**src/design/cacf_cell.sv**
```systemverilog
`default_nettype none
module cacf_cell #(
  parameter int OW = 30,
  parameter int SB = 24
) (
  input  wire logic          clk,
  input  wire logic          shift,
  input  wire logic [OW-1:0] in_outer,
  input  wire logic [OW-1:0] in_guard,
  input  wire logic [SB-1:0] in_center,
  output logic      [OW-1:0] outer,
  output logic      [OW-1:0] guard,
  output logic      [SB-1:0] center
);

  logic [OW-1:0] outer_r;
  logic [OW-1:0] guard_r;
  logic [SB-1:0] center_r;

  always_ff @(posedge clk) begin
    if (shift) begin
      outer_r  <= in_outer;
      guard_r  <= in_guard;
      center_r <= in_center;
    end
  end

  assign outer  = outer_r;
  assign guard  = guard_r;
  assign center = center_r;

endmodule
`default_nettype wire

```
**config.mk**
```make
export PLATFORM = sky130hd
export DESIGN_NAME = cacf_cell
export DESIGN_NICKNAME = d
export VERILOG_FILES = /design/src/design/cacf_cell.sv
export SDC_FILE = /design/constraint.sdc
export NUM_CORES = 1
export LEC_CHECK = 0
export BUFFER_PORTS_ARGS = -buffer_cell sky130_fd_sc_hd__buf_4
export CORE_MARGIN = 4
export CORE_UTILIZATION = 41
export DETAILED_ROUTE_END_ITERATION = 7
export GPL_ROUTABILITY_DRIVEN = 0
export HOLD_SLACK_MARGIN = 0.08
export PLACE_DENSITY = 0.79
export SYNTH_ARGS = -nofsm -noshare
export SYNTH_HDL_FRONTEND = slang
export SYNTH_SLANG_ARGS = --single-unit
```
**constraint.sdc**
```tcl
create_clock -name clk -period 0.8 [get_ports clk]
set_clock_uncertainty 0.15 [all_clocks]
set_input_delay 0.04 -clock clk [delete_from_list [all_inputs] [get_ports clk]]
set_output_delay 0.04 -clock clk [all_outputs]
set_load 0.005 [all_outputs]
```
==> results of run 1 <==
what timing repair did:
item	4_1_cts	5_1_grt
setup buffers	0	0
gates resized for setup	8	23
endpoints found under the hold margin	168	85
setup endpoints to repair	84	85
power by group:
part | switching, W | internal, W
Clock | 0.00129 | 0.00108
Combinational | 0.000426 | 0.00100
Sequential | 0.000126 | 0.00523
flip-flops by register name (all words and copies together) (netlist names):
signal  count
center     24
guard      30
outer      30
routing by layer:
metal	vias up	part of all wire, %	routed length [microns]	track usage, %
met1	855	32	2420	19.6
met5	-	0	0	0
met2	102	57	4220	36.4
li1	875	-	-	-
met3	14	9.1	679	7.98
met4	0	2.0	149	8.78
worst paths after layout:
kind / start / depth (start not counted) / to
worst min-delay path: shift / 2 / center[0]
worst max-delay path: guard[13] / 1 / guard[13]
through the flow:
step	setup WS (ns)	util, %	std cells	setup TNS (ns)	area, sq um
2_1_floorplan	0.255	-	84	0	2520
3_3_place_gp	-0.0652	66.2	332	-4.63	3940
5_1_grt	-0.314	84.7	431	-22.95	5040
6_report	-0.263	84.7	431	-19.12	5040
3_5_place_dp	-0.0762	66.2	332	-5.34	3940
4_1_cts	-0.288	83.3	431	-20.47	4960
area by class of cell:
cell class            count  share of cell area [%]
Clock buffer             11                    2.60
Tap cell                 75                    1.86
Sequential cell          84                    50.0
Clock inverter            4                   0.347
Timing Repair Buffer    257                    45.2
cell families after synthesis:
| kind of cell | count (synthesis) | synth area share [%] |
|---|---|---|
| DFF | 84 | 100 |
cell usage in the layout, fill, tap and decap left out:
cell            Yosys  layout
clkinv_2            0       2
clkinv_1            0       2
buf_4               0     141
dlygate4sd3_1       0      83
clkbuf_1            0       2
buf_12              0       2
clkbuf_8            0       9
dlymetal6s4s_1      0       1
buf_6               0      30
edfxtp_1           84      84
==> results.ini, run 1 <==
[timing]
drv_slew = 0
tightest_slew_ns = 0.198
hold_ws_ns = -0.0550
min_period_ns = 1.06
hold_violations = 2
setup_slack_ns = -0.263
period_share_pct = 133
fmax_ghz = 0.940
rsz0062_at_grt = true
finalSetupViolations = 92
relSlewSlack_pct = 86.8

[logic_synthesis]
yosys.area.top_type = edfxtp_1
synth_flop_cell = edfxtp_1
syn_area_sq_um = 2520
synth.most_common_cell = edfxtp_1
syn_inst = 84
syn_area_per_cell_sq_um = 30.0
yosysWarnings = 0
synth_area_leaders = edfxtp_1 100%
synth.top_cell.area_share_pct = 100
synth_cell_type_count = 1
synth-edff-count = 84
async_reset_ff_share_pct = 0
synth_common_cells = 84 x edfxtp_1
synth-seq-cells = 84
synth_nets = 170
ys_seq_area_share_pct = 100

[setup_path]
end_kind = primary output
crit_buf_inv = 1
critical-path-top-delay-family = flip-flops
crit_type = reg2out
required_ns = 0.61
cp-start-kind = register
crit_chain = buf_6
cpMaxStageDelayCell = edfxtp_1
slowest_delay_ns = 0.41
worst-path-max-fanout = 1
arrival_ns = 0.87

[finish]
fill_cells = 299
regArea_sq_um = 2520
multi_input_area_sq_um = 0
diodes = 0
drive_gt1_share_pct = 51.7
multi_input_cells = 0
area_growth_syn_to_layout_pct = 100
finalNetCount = 438

[global_route]
antenna_found_initial = 0
grt_util_all_layers_pct = 19.9
grt_pass1_wl_microns = 10800
grt_overflow = 0
grt_pass1_vias = 2119
grt_start_max_net_pins = 38

[pwr]
total_power_w = 0.00916
power.density_nw_per_um2 = 1820
leakage_nw = 2.14
irDropWorstVdd_v = 0.00126

[detailed_routing]
vias_per_cell = 4.28
drt_wl_total_microns = 7470
drt_first_pass_iters = 4
detail-route-antenna-nets = 0
drt_iter0_drc = 77
drt-wirelength-per-cell_microns = 17.3
vias = 1846
drcViolationCount = 0

[job]
drv_cap = 0

[place]
io_buffers = 169

[clock_tree]
cts-root-buf = clkbuf_8
clkSinkCount = 84
cts_hold_buf = 84
cts_tree = done
numCtsBuffers = 9
htreeDepth = 3
clk_path_buf_depth = 2
path_clk_slew_ns = 0.08

[floorplan]
die-area_sq_um = 7470
io_pins = 170
row_count = 28
die_w_microns = 86.4
initial_core_util_pct = 42.4
design.core.area_sq_um = 5960
die_height_microns = 86.4

[worst_hold_path]
hold_class = in2reg

[outcome]
violations = negative hold slack, negative setup slack
status = finished, violations left

No activity file was read; power rests on OpenSTA's default activity.
==> inputs of run 2 (changes only) <==
==> constraint.sdc (replaced) <==
create_clock -name clk -period 0.8 [get_ports clk]
set_clock_uncertainty 0.15 [all_clocks]
set_input_delay 0.16 -clock clk [delete_from_list [all_inputs] [get_ports clk]]
set_output_delay 0.16 -clock clk [all_outputs]
set_load 0.005 [all_outputs]
==> results.ini, run 2 (same netlist as run 1, synthesis figures left out) <==
[detailed_routing]
drt_iter0_drc = 38
vias = 1503
detail-route-antenna-nets = 0
drt_wl_total_microns = 5960
drt-met1-wl_microns = 1850
drt_first_pass_iters = 2
routed-wl-met2_microns = 3410
drt-wirelength-per-cell_microns = 17.2
vias_per_cell = 4.33
route.met3.wl_microns = 622
top_layer = met4
drcViolationCount = 0

[setup_path]
cp-start-kind = register
crit_buf_inv = 1
critical-path-top-delay-family = flip-flops
arrival_ns = 0.88
end_kind = primary output
required_ns = 0.49
cpMaxStageDelayCell = edfxtp_1
crit_chain = buf_6
crit_type = reg2out
worst-path-max-fanout = 1
slowest_delay_ns = 0.41

[worst_hold_path]
hold_path.startpoint = in_outer[27]
hold_class = in2reg
holdPathStages = 1
min_to = outer[27]

[timing]
min_period_ns = 1.19
period_share_pct = 149
rsz0062_at_grt = true
setup_slack_ns = -0.389
hold_violations = 84
drv_slew = 0
finalSetupTns_ns = -29.39
finalSetupViolations = 84
tightest_slew_ns = 0.195
hold_ws_ns = -0.149
fmax_ghz = 0.841
relSlewSlack_pct = 87.0

[clock_tree]
clk_path_buf_depth = 2
htreeDepth = 3
cts_tree = done
cts-root-buf = clkbuf_8
path_clk_slew_ns = 0.08
clkSinkCount = 84
numCtsBuffers = 9
postCtsSetupBuffers = 0

[floorplan]
row_count = 28
design.core.area_sq_um = 5960
initial_core_util_pct = 42.4
die-area_sq_um = 7470
io_pins = 170
die_height_microns = 86.4
die_w_microns = 86.4

[global_route]
grt_pass1_vias = 1669
grt_util_all_layers_pct = 15.8
grt_pass1_wl_microns = 8440
antenna_found_initial = 0
grt_overflow = 0
grt_start_max_net_pins = 38

[finish]
regArea_sq_um = 2520
drive_gt1_share_pct = 67.6
multi_input_area_sq_um = 0
final_common_cell = buf_4
fin_cells = 347
multi_input_cells = 0
fill_cells = 410
finalNetCount = 354
final_cell_mix = 150 x buf_4, 84 x edfxtp_1, 21 x buf_6
diodes = 0
area_growth_syn_to_layout_pct = 65.2
design_area_sq_um = 4170

[pwr]
power.density_nw_per_um2 = 2100
irDropWorstVdd_v = 0.00112
leakage_nw = 1.77

[place]
io_buffers = 169
place_area_sq_um = 3940
dpl_worst_slack_ns = -0.194
dpl.hpwl_microns = 4710
place_inst = 332

[job]
drv_cap = 0

[outcome]
status = finished, violations left
violations = negative hold slack, negative setup slack

==> run 2: stage by stage <==
stage / total power [W] / utilization [%]
floorplan: 0.00546 / -
global placement: 0.00639 / 66.2
detailed placement: 0.00644 / 66.2
CTS: 0.00881 / 69.0
global route: 0.00916 / 70.0
finish: 0.00875 / 70.0
==> run 2: worst max path at each step <==
stage	startpoint	to	slack, ns	depth (start not counted)
5_1_grt	outer[9]	outer[9]	-0.43	1
4_1_cts	guard[23]	guard[23]	-0.42	1
3_5_place_dp	shift	center[5]	-0.19	2
2_1_floorplan	center[0]	center[0]	0.13	0
6_report	outer[9]	outer[9]	-0.39	1
3_3_place_gp	shift	center[13]	-0.19	2
==> run 2: repair_timing <==
item                       in CTS  in global routing
cloned                          0                  0
hold endpoints to repair       86                 86
resized for setup               5                 16
setup endpoints to repair      84                 84
==> run 2: layout make-up <==
type	count	area share [%]
repair buffers	173	33.7
well taps	75	2.25
clock buffers	11	3.15
clock inverters	4	0.420
flip-flops and latches	84	60.5
==> run 2: per-layer routing <==
metal  global-route usage, %  up-vias
li1                        -      707
met1                    15.4      698
met2                    29.4       89
met3                    5.80        9
met4                    7.22        0
met5                       0        -
==> run 2: where the power goes <==
part	total [W]	internal, W	switching [W]
registers	0.00534	0.00523	0.000114
clock network	0.00237	0.00108	0.00129
logic	0.00104	0.000710	0.000326
total	0.00875	0.00702	0.00173
